[src/mrsp_pkg.sv]
// Shared types and constants for the MIDI running-status parser.
// No dependencies; used by mrsp_decode and midi_running_status_parser_core.
`timescale 1ns / 1ps
`default_nettype none

package mrsp_pkg;

  // Byte codes
  localparam logic [7:0] BYTE_IDLE = 8'hFF;
  localparam logic [7:0] CTRL_ELEMENT = 8'h53;

  // Status kinds (upper nibble of the status byte)
  localparam logic [3:0] KIND_NOTE_OFF = 4'h8;
  localparam logic [3:0] KIND_NOTE_ON = 4'h9;
  localparam logic [3:0] KIND_POLY_PRESS = 4'hA;
  localparam logic [3:0] KIND_CTRL_CHANGE = 4'hB;
  localparam logic [3:0] KIND_PROG_CHANGE = 4'hC;
  localparam logic [3:0] KIND_CHAN_PRESS = 4'hD;
  localparam logic [3:0] KIND_PITCH_BEND = 4'hE;

  // Bytes collected including status
  typedef enum logic [1:0] {
    CNT_NONE = 2'd0,
    CNT_STATUS = 2'd1,
    CNT_DATA1 = 2'd2,
    CNT_FULL = 2'd3
  } cnt_t;

  localparam logic [1:0] ELM_MAX = 2'd3;

  typedef struct packed {
    logic [7:0] pend_status;
    logic [6:0] first_data;
    cnt_t       cnt;
    logic [7:0] run_status;
  } parse_st_t;

  typedef struct packed {
    logic [7:0] status;
    logic [6:0] data1;
    logic [6:0] data2;
    logic       element_event;
    logic       beat_on;
    logic [3:0] beat_cell;
    logic [1:0] element_number;
  } msg_t;

endpackage

`default_nettype wire

[src/mrsp_decode.sv]
// Per-byte decode: next parser state and the completed message, if any.
// Depends on mrsp_pkg.
`timescale 1ns / 1ps
`default_nettype none

module mrsp_decode (
  input  wire logic [7:0]         rx_byte,
  input  wire mrsp_pkg::parse_st_t st,
  output mrsp_pkg::parse_st_t     st_nxt,
  output logic                    done,
  output mrsp_pkg::msg_t          msg
);

  logic [7:0]    ps;
  mrsp_pkg::cnt_t c;
  logic [3:0]    kind;
  logic [1:0]    elm;
  logic          is_elm;

  always_comb begin
    // running status picks up when nothing is pending
    ps = (st.cnt == mrsp_pkg::CNT_NONE) ? st.run_status : st.pend_status;
    c = (st.cnt == mrsp_pkg::CNT_NONE) ? mrsp_pkg::CNT_STATUS : st.cnt;
    kind = ps[7:4];
    elm = (rx_byte[5:4] == mrsp_pkg::ELM_MAX) ? mrsp_pkg::ELM_MAX : rx_byte[5:4] + 2'd1;
    is_elm = (kind == mrsp_pkg::KIND_CTRL_CHANGE) &&
             ({1'b0, st.first_data} == mrsp_pkg::CTRL_ELEMENT);

    st_nxt = st;
    done = 1'b0;
    msg = '0;
    msg.status = ps;
    msg.data1 = (c == mrsp_pkg::CNT_STATUS) ? rx_byte[6:0] : st.first_data;

    if (rx_byte == mrsp_pkg::BYTE_IDLE) begin
      st_nxt = st;
    end else if (rx_byte[7]) begin
      st_nxt.pend_status = rx_byte;
      st_nxt.cnt = mrsp_pkg::CNT_STATUS;
    end else begin
      st_nxt.pend_status = ps;
      unique case (c)
        mrsp_pkg::CNT_STATUS: begin
          st_nxt.first_data = rx_byte[6:0];
          st_nxt.cnt = mrsp_pkg::CNT_DATA1;
          done = (kind == mrsp_pkg::KIND_PROG_CHANGE) || (kind == mrsp_pkg::KIND_CHAN_PRESS);
        end
        mrsp_pkg::CNT_DATA1: begin
          st_nxt.cnt = mrsp_pkg::CNT_FULL;
          done = (kind == mrsp_pkg::KIND_NOTE_OFF) || (kind == mrsp_pkg::KIND_NOTE_ON) ||
                 (kind == mrsp_pkg::KIND_POLY_PRESS) ||
                 (kind == mrsp_pkg::KIND_CTRL_CHANGE) ||
                 (kind == mrsp_pkg::KIND_PITCH_BEND);
          msg.data2 = rx_byte[6:0];
          if (is_elm) begin
            msg.data2 = {rx_byte[6], elm, rx_byte[3:0]};
            msg.element_event = 1'b1;
            msg.beat_on = rx_byte[6];
            msg.beat_cell = rx_byte[3:0];
            msg.element_number = elm;
          end
        end
        default: begin
          // stuck: system or unknown status, drop data
          st_nxt.cnt = mrsp_pkg::CNT_FULL;
        end
      endcase
      if (done) begin
        st_nxt.run_status = ps;
        st_nxt.cnt = mrsp_pkg::CNT_NONE;
      end
    end
  end

endmodule

`default_nettype wire

[src/midi_running_status_parser_core.sv]
// Top level of the MIDI running-status parser: input register, decode, result register.
// Depends on mrsp_pkg and mrsp_decode.
`timescale 1ns / 1ps
`default_nettype none

// Accepts one received MIDI byte per word on the in_ channel and emits one word per
// completed channel message on the out_ channel. A byte is taken every clock while the
// result side keeps up; a result shows on out_valid once its last byte has passed from the
// input register through decode into the result register, and a stalled result side holds
// that byte in the input register. 0xFF bytes are ignored,
// status bytes restart assembly, and data bytes with nothing pending reuse the last
// completed status. Control change 0x53 is reported as an element command with the
// beat fields filled in; otherwise those fields read 0.
module midi_running_status_parser_core (
  input  wire logic       clk,
  input  wire logic       rst_n,
  input  wire logic       in_valid,
  output logic            in_ready,
  input  wire logic [7:0] in_rx_byte,
  output logic            out_valid,
  input  wire logic       out_ready,
  output logic [7:0]      out_msg_status,
  output logic [6:0]      out_msg_data1,
  output logic [6:0]      out_msg_data2,
  output logic            out_element_event,
  output logic            out_beat_on,
  output logic [3:0]      out_beat_cell,
  output logic [1:0]      out_element_number
);

  // input stage
  logic       in_vld_r;
  logic [7:0] in_byte_r;

  // parser state, updated when a byte leaves the input stage
  mrsp_pkg::parse_st_t st_r;
  mrsp_pkg::parse_st_t st_nxt;

  // result register
  logic           out_vld_r;
  mrsp_pkg::msg_t msg_r;
  mrsp_pkg::msg_t msg_nxt;
  logic           done;
  logic           adv;

  mrsp_decode u_decode (
    .rx_byte (in_byte_r),
    .st      (st_r),
    .st_nxt  (st_nxt),
    .done    (done),
    .msg     (msg_nxt)
  );

  // input stage moves on when the result slot is free or draining this cycle
  assign adv = in_vld_r && (!out_vld_r || out_ready);
  assign in_ready = !in_vld_r || adv;

  always_ff @(posedge clk) begin
    if (!rst_n) begin
      in_vld_r <= 1'b0;
    end else if (in_ready) begin
      in_vld_r <= in_valid;
    end
  end

  always_ff @(posedge clk) begin
    if (in_ready && in_valid) begin
      in_byte_r <= in_rx_byte;
    end
  end

  always_ff @(posedge clk) begin
    if (!rst_n) begin
      st_r <= '0;
    end else if (adv) begin
      st_r <= st_nxt;
    end
  end

  always_ff @(posedge clk) begin
    if (!rst_n) begin
      out_vld_r <= 1'b0;
    end else if (adv && done) begin
      out_vld_r <= 1'b1;
    end else if (out_ready) begin
      out_vld_r <= 1'b0;
    end
  end

  always_ff @(posedge clk) begin
    if (adv && done) begin
      msg_r <= msg_nxt;
    end
  end

  assign out_valid = out_vld_r;
  assign out_msg_status = msg_r.status;
  assign out_msg_data1 = msg_r.data1;
  assign out_msg_data2 = msg_r.data2;
  assign out_element_event = msg_r.element_event;
  assign out_beat_on = msg_r.beat_on;
  assign out_beat_cell = msg_r.beat_cell;
  assign out_element_number = msg_r.element_number;

  // an element command is always a control change on controller 0x53
  a_elm_is_cc: assert property (@(posedge clk) disable iff (!rst_n)
    (out_vld_r && msg_r.element_event) |->
      (msg_r.status[7:4] == mrsp_pkg::KIND_CTRL_CHANGE) &&
      ({1'b0, msg_r.data1} == mrsp_pkg::CTRL_ELEMENT) && (msg_r.element_number != 2'd0))
    else $error("element event on a non-element message");

  // beat fields stay clear outside element commands
  a_beat_clear: assert property (@(posedge clk) disable iff (!rst_n)
    (out_vld_r && !msg_r.element_event) |->
      (!msg_r.beat_on && (msg_r.beat_cell == 4'd0) && (msg_r.element_number == 2'd0)))
    else $error("beat fields set without element event");

  // one-data-byte messages carry a zero second byte
  a_one_byte_d2: assert property (@(posedge clk) disable iff (!rst_n)
    (out_vld_r && ((msg_r.status[7:4] == mrsp_pkg::KIND_PROG_CHANGE) ||
                   (msg_r.status[7:4] == mrsp_pkg::KIND_CHAN_PRESS))) |->
      (msg_r.data2 == 7'd0))
    else $error("nonzero data2 on a one-data-byte message");

  // a stalled result blocks the pipe only while the input stage is full
  a_ready_empty: assert property (@(posedge clk) disable iff (!rst_n)
    !in_vld_r |-> in_ready)
    else $error("input stage empty but not ready");

  // a completed message always has a status byte
  a_status_bit: assert property (@(posedge clk) disable iff (!rst_n)
    out_vld_r |-> msg_r.status[7])
    else $error("result without a status byte");

endmodule

`default_nettype wire
[config.mk]
export PLATFORM = sky130hd
export DESIGN_NAME = midi_running_status_parser_core
export DESIGN_NICKNAME = d
export VERILOG_FILES = /design/src/mrsp_pkg.sv /design/src/mrsp_decode.sv /design/src/midi_running_status_parser_core.sv
export SDC_FILE = /design/constraint.sdc
export NUM_CORES = 1
export LEC_CHECK = 0
export BUFFER_PORTS_ARGS = -buffer_cell sky130_fd_sc_hd__buf_4
export CAP_MARGIN = 0
export CORE_MARGIN = 10
export CORE_UTILIZATION = 55
export CTS_CLUSTER_SIZE = 10
export DETAILED_ROUTE_END_ITERATION = 6
export HOLD_SLACK_MARGIN = 0.08
export PLACE_DENSITY = 0.85
export SLEW_MARGIN = 20
export SYNTH_ARGS = -nofsm -noshare
export SYNTH_HDL_FRONTEND = slang
export SYNTH_SLANG_ARGS = --single-unit
[constraint.sdc]
create_clock -name clk -period 2.2 [get_ports clk]
set_input_delay 0.11 -clock clk [delete_from_list [all_inputs] [get_ports clk]]
set_output_delay 0.11 -clock clk [all_outputs]
set_load 0.05 [all_outputs]
==> results of run 1 <==
[kinds of logic (layout without fill, tap and decap cells)]
logic type,Yosys count,after routing,share of synthesized area
muxes,28,28,0.112
DFF,65,65,0.625
and+or+nand+nor,83,83,0.157
AOI/OAI and AO/OA,31,31,0.0813
buffers and inverters,14,79,0.0251
[cell type report]
cell class / instances / area (sq um)
tap: 67 / 83.8
clock inverter: 6 / 81.3
fill: 331 / 1290
inverter: 4 / 15.0
sequential: 65 / 1680
clock buffer: 10 / 138
timing repair buffer: 59 / 478
multi-input combinational: 142 / 951
[per-stage QoR]
stage          setup WS, ns  total power, mW  instances   util
2_1_floorplan         0.305             1.45        221      -
3_5_place_dp          0.239             1.51        328  0.660
3_3_place_gp          0.349             1.50        328  0.660
5_1_grt              0.0860             2.67        353  0.726
6_report              0.207             2.59        353  0.726
4_1_cts               0.220             2.60        353  0.726
[per-layer routing]
metal / track usage / routed length (um) / up-vias
met1: 0.159 / 2310 / 859
met2: 0.209 / 2620 / 64
met3: 0.0374 / 418 / 2
met5: 0 / 0 / -
li1: - / - / 909
met4: 0.0676 / 34 / 0
[worst paths after layout]
check	slack [ns]	endpoint	cells after the start
max	0.21	out_msg_status[1]	6
min	0.14	out_valid	3
max reg2reg	0.21	out_msg_status[1]	6
min reg2reg	0.47	st_r[1]	2
[critical path, delay by kind of cell, from the launching register on]
| family | cells | cell delay, ns |
|---|---|---|
| AOI/OAI and AO/OA | 2 | 0.43 |
| DFF | 1 | 0.44 |
| and+or+nand+nor | 2 | 0.40 |
| buffers and inverters | 2 | 0.43 |
[placed cells by master (no fill, tap or decap), types with 5 or more instances in the layout]
cell type / n
mux2i_1: 13
a21boi_0: 7
clkbuf_8: 10
edfxtp_1: 38
nor2b_1: 5
o21ai_0: 7
and3_1: 6
mux2_2: 14
and2_1: 11
nor2_1: 5
nand2_1: 43
buf_4: 49
dlygate4sd3_1: 9
dfxtp_1: 27
[sequential cells by signal, indices dropped and copies added (netlist names)]
| name | flops |
|---|---|
| in_byte_r | 8 |
| in_vld_r | 1 |
| out_beat_cell | 4 |
| out_beat_on | 1 |
| out_element_event | 1 |
| out_element_number | 2 |
| out_msg_data1 | 7 |
| out_msg_data2 | 7 |
| out_msg_status | 8 |
| out_valid | 1 |
| st_r | 25 |
[power by group]
part / total (mW) / switching, mW / internal [mW] / leakage, nW
combinational: 0.153 / 0.0770 / 0.0755 / 0.613
sequential: 1.34 / 0.0330 / 1.31 / 0.562
clock: 1.09 / 0.433 / 0.661 / 0.110
total: 2.59 / 0.543 / 2.05 / 1.29
==> flow_summary_export.csv, run 1 <==
group,metric,value,unit
clock_network,worstSkewPairLatency,0.33,ns
sta,drv_slew,0,
clock_network,cts.sinks,65,
clock_network,cts_resized,0,
power_and_ir_drop,power_density,755,mW/mm^2
clock_network,clk_pin_slew,0.07,ns
critical_path,critPathKind,"flip-flop to flip-flop",
detailed_routing,initialDrtViolationCount,175,
clock_network,root_buffer,"clkbuf_8",
run_status,status,"completed",
yosys,synth_edf_count,38,
final_layout,n_antenna_cell,0,
yosys,yosys_most_used_dff,"edfxtp_1",
floorplanning,num_rows,25,
sta,skew,0.0100,ns
clock_network,cts_hold_buf,9,
final_layout,nets,293,
global_route,grt_max_degree,35,
yosys,synth_seq_area_share,0.625,
yosys,yosys_warnings,0,
detailed_routing,vias_per_cell,5.20,
yosys,synthArstFlopShare,0,
critical_path,worst_setup_path_end_kind,"flip-flop",
yosys,synth.most_common_cell,"nand2_1",
critical_path,crit_slowest_cell,"dfxtp_1",
clock_network,clock_path_buffers,2,
clock_network,cts_tree,"built",
yosys,synth_cell_types,31,
detailed_routing,drtAntennaViolNets,0,
global_route,grt_use_total,0.132,
critical_path,critPathLaunch,"st_r[8]",
sta,hold_viol,0,
final_layout,design_area,0.00343,sq mm
yosys,synth_top_cell_by_area,"edfxtp_1",
yosys,synthTopCellsByCount,"43 x nand2_1, 38 x edfxtp_1, 27 x dfxtp_1, 14 x mux2_2, 13 x mux2i_1",
sta,clock.fmax,502,MHz
detailed_routing,routed_wl,5380,um
power_and_ir_drop,leakage,1.29,nW
sta,fin_crit_sh,0.906,
floorplanning,die_area,0.00809,sq mm
global_route,grt_pass1_wl,8810,um
floorplanning,fp.dieH,90.0,um
detailed_routing,firstDrtPassIters,7,
critical_path,crit_arrival,2.02,ns
final_layout,drive_above_1_share,0.297,
critical_path,worstPathMaxFanout,10,
hold_path,hold_class,"input port to flip-flop",
global_route,antenna_found_initial,0,
critical_path,r2r_start,"st_r[8]",
final_layout,areaGrowthSynthToFinish,27.3,%
detailed_routing,vias,1834,
critical_path,cp_cell_sequence,"nor2_1 -> buf_4 -> nor3b_1 -> o2111ai_2 -> a21oi_4 -> buf_4",
sta,rsz0062_at_grt,"false",
critical_path,required,2.23,ns
floorplanning,core,0.00472,sq mm
placement,place.gp.congestion,0.871,
sta,max_slew_margin,0.608,
yosys,syn_area,0.00269,sq mm
critical_path,startpoint_type,"flip-flop",
clock_network,cts_made_buffers,9,
floorplanning,initial_core_util,0.570,
critical_path,crit_top_cell,"buf_4",
yosys,synth_area_leaders,"edfxtp_1 42%, dfxtp_1 20%, nand2_1 6.0%",
yosys,syn_avg_cell_area,12.2,sq um
global_route,grt.overflow.total,0,
power_and_ir_drop,peakVddDrop,0.000512,V
floorplanning,fp.dieW,90.0,um
placement,placed_area,0.00312,sq mm
floorplanning,pin_count,44,
yosys,synth_seq_cells,65,
clock_network,cts.htree.levels,3,
sta,finalSetupViolCount,0,
detailed_routing,drc_errors,0,
detailed_routing,wl_per_cell,15.2,um
yosys,synth_fp_nets,233,
clock_network,postCtsSetupBuffers,0,
sta,hold_slack,0.136,ns
sta,fin_setup_tns,0,ns
yosys,postSynthCellCount,221,
placement,port-buffer-count,43,
placement,dp_hpwl,3680,um
critical_path,critPathMaxStageDelay,0.44,ns
global_route,grt_pass1_vias,1825,
sta,worst_pin_slew,0.586,ns
yosys,netlist.area_leader.share,0.424,
hold_path,min_from,"out_ready",
run,cap_viol_max_count,0,
sta,post-route-min-period,1.99,ns
Note: power is estimated with default switching activity, not from simulation.
==> run 2, diff against run 1 <==
==> constraint.sdc (replaced) <==
create_clock -name clk -period 2.2 [get_ports clk]
set_input_delay 0.44 -clock clk [delete_from_list [all_inputs] [get_ports clk]]
set_output_delay 0.44 -clock clk [all_outputs]
set_load 0.05 [all_outputs]
==> run 2 against run 1 <==
Against the previous run: via count is 2.8% lower; count of clock-buffer cells in the layout stayed put; non-clock buffer count is 9 lower; die area stayed put; worst hold slack better by 0.13 ns; core utilization is 2.1 points lower; register-to-register slack hardly changed; largest cell class unchanged.
==> flow_summary_export.csv, run 2 (synthesis results as in run 1) <==
group,metric,value,unit
run_status,status,"completed",
hold_path,min_path_cells,1,
floorplanning,core,0.00472,sq mm
clock_network,cts_hold_buf,0,
global_route,antenna_found_initial,0,
floorplanning,pin_count,44,
placement,placed_area,0.00312,sq mm
global_route,grt_max_degree,35,
clock_network,cts_made_buffers,9,
power_and_ir_drop,total_power,2.55,mW
clock_network,clock_path_buffers,2,
global_route,grt_pass1_vias,1901,
sta,hold_viol,0,
floorplanning,num_rows,25,
power_and_ir_drop,leakage,1.25,nW
final_layout,drive_above_1_share,0.303,
clock_network,postCtsSetupBuffers,0,
clock_network,worstSkewPairLatency,0.34,ns
detailed_routing,drtAntennaViolNets,0,
final_layout,design_area,0.00333,sq mm
clock_network,clk_pin_slew,0.07,ns
sta,finalSetupViolCount,0,
sta,fin_crit_sh,0.911,
global_route,grt.overflow.total,0,
placement,port-buffer-count,43,
power_and_ir_drop,power_density,766,mW/mm^2
sta,clock.fmax,499,MHz
final_layout,regMostFlops,"st_r",
sta,rsz0062_at_grt,"false",
critical_path,startpoint_type,"flip-flop",
clock_network,cts.sinks,65,
critical_path,r2r_start,"st_r[8]",
global_route,grt_pass1_wl,9050,um
hold_path,whs_endpoint,"in_byte_r[1]",
sta,drv_slew,0,
final_layout,layout_common_cells,"49 x buf_4, 43 x nand2_1, 38 x edfxtp_1, 27 x dfxtp_1, 14 x mux2_2",
critical_path,crit_arrival,2.26,ns
sta,skew,0.0101,ns
detailed_routing,vias,1782,
final_layout,areaGrowthSynthToFinish,23.7,%
detailed_routing,wl_per_cell,15.4,um
clock_network,cts_resized,0,
final_layout,final_common_cell,"buf_4",
placement,dp_hpwl,3740,um
critical_path,r2r_cells,6,
clock_network,cts_tree,"built",
clock_network,root_buffer,"clkbuf_8",
detailed_routing,firstDrtPassIters,4,
floorplanning,initial_core_util,0.570,
critical_path,r2r_setup_slack,0.20,ns
power_and_ir_drop,peakVddDrop,0.000536,V
sta,max_slew_margin,0.596,
detailed_routing,drc_errors,0,
critical_path,worst_setup_path_end_kind,"flip-flop",
final_layout,final.fill_count,343,
final_layout,largest_register_ffs,25,
floorplanning,die_area,0.00809,sq mm
floorplanning,fp.dieW,90.0,um
detailed_routing,routed_wl,5310,um
final_layout,nets,284,
floorplanning,fp.dieH,90.0,um
placement,place.gp.congestion,0.817,
critical_path,worstPathMaxFanout,12,
critical_path,required,2.46,ns
clock_network,cts.htree.levels,3,
critical_path,critPathKind,"flip-flop to flip-flop",
detailed_routing,vias_per_cell,5.18,
sta,post-route-min-period,2.00,ns
hold_path,min_from,"in_rx_byte[1]",
final_layout,n_antenna_cell,0,
hold_path,hold_class,"input port to flip-flop",
sta,fin_setup_tns,0,ns
run,cap_viol_max_count,0,
detailed_routing,initialDrtViolationCount,101,
global_route,grt_use_total,0.137,
critical_path,r2r_end,"st_r[4]",
sta,worst_pin_slew,0.603,ns
==> run 2: layer usage <==
layer / global-route usage / vias up / part of all wire / wire length (um)
li1: - / 887 / - / -
met1: 0.154 / 833 / 0.43 / 2260
met2: 0.222 / 51 / 0.48 / 2570
met3: 0.0432 / 11 / 0.066 / 352
met4: 0.0849 / 0 / 0.025 / 135
met5: 0 / - / 0 / 0
==> run 2: worst max-delay path by stage <==
stage                              endpoint  slack (ns)      start  cells past startpoint
after floorplan            out_beat_cell[0]        0.31  out_valid                      6
after global placement    out_msg_status[2]        0.33    st_r[8]                      6
after detailed placement            st_r[4]        0.23    st_r[8]                      7
after CTS                           st_r[4]        0.21    st_r[8]                      7
after global routing                st_r[4]        0.06    st_r[8]                      7
final                               st_r[4]        0.20    st_r[8]                      6
==> run 2: area by class of cell <==
type	count	area, sq um	area share
flip-flops and latches	65	1680	0.505
multi-input cells	142	951	0.286
repair buffers	50	388	0.116
clock buffers	10	128	0.0383
well taps	67	83.8	0.0252
clock inverters	6	82.6	0.0248
inverters	4	15.0	0.00451
==> run 2: report_power, final <==
part	switching [mW]	internal [mW]	total, mW
Sequential	0.0330	1.31	1.34
Combinational	0.0750	0.0652	0.140
Clock	0.434	0.632	1.07
==> run 2: metrics by stage <==
| stage | worst slack, ns | utilization | cells | hold WS (ns) |
|---|---|---|---|---|
| floorplan | 0.305 | - | 221 | 0.431 |
| global placement | 0.326 | 0.660 | 328 | 0.438 |
| detailed placement | 0.234 | 0.660 | 328 | 0.453 |
| CTS | 0.206 | 0.705 | 344 | 0.264 |
| global route | 0.0559 | 0.705 | 344 | 0.260 |
| finish | 0.196 | 0.705 | 344 | 0.266 |
==> run 2: critical path: stages, from the launching register on <==
cell	delay, ns
dfxtp_1	0.37
nor2_1	0.28
mux2i_2	0.32
o2111ai_2	0.23
a21oi_4	0.23
buf_4	0.25
mux2i_1	0.24
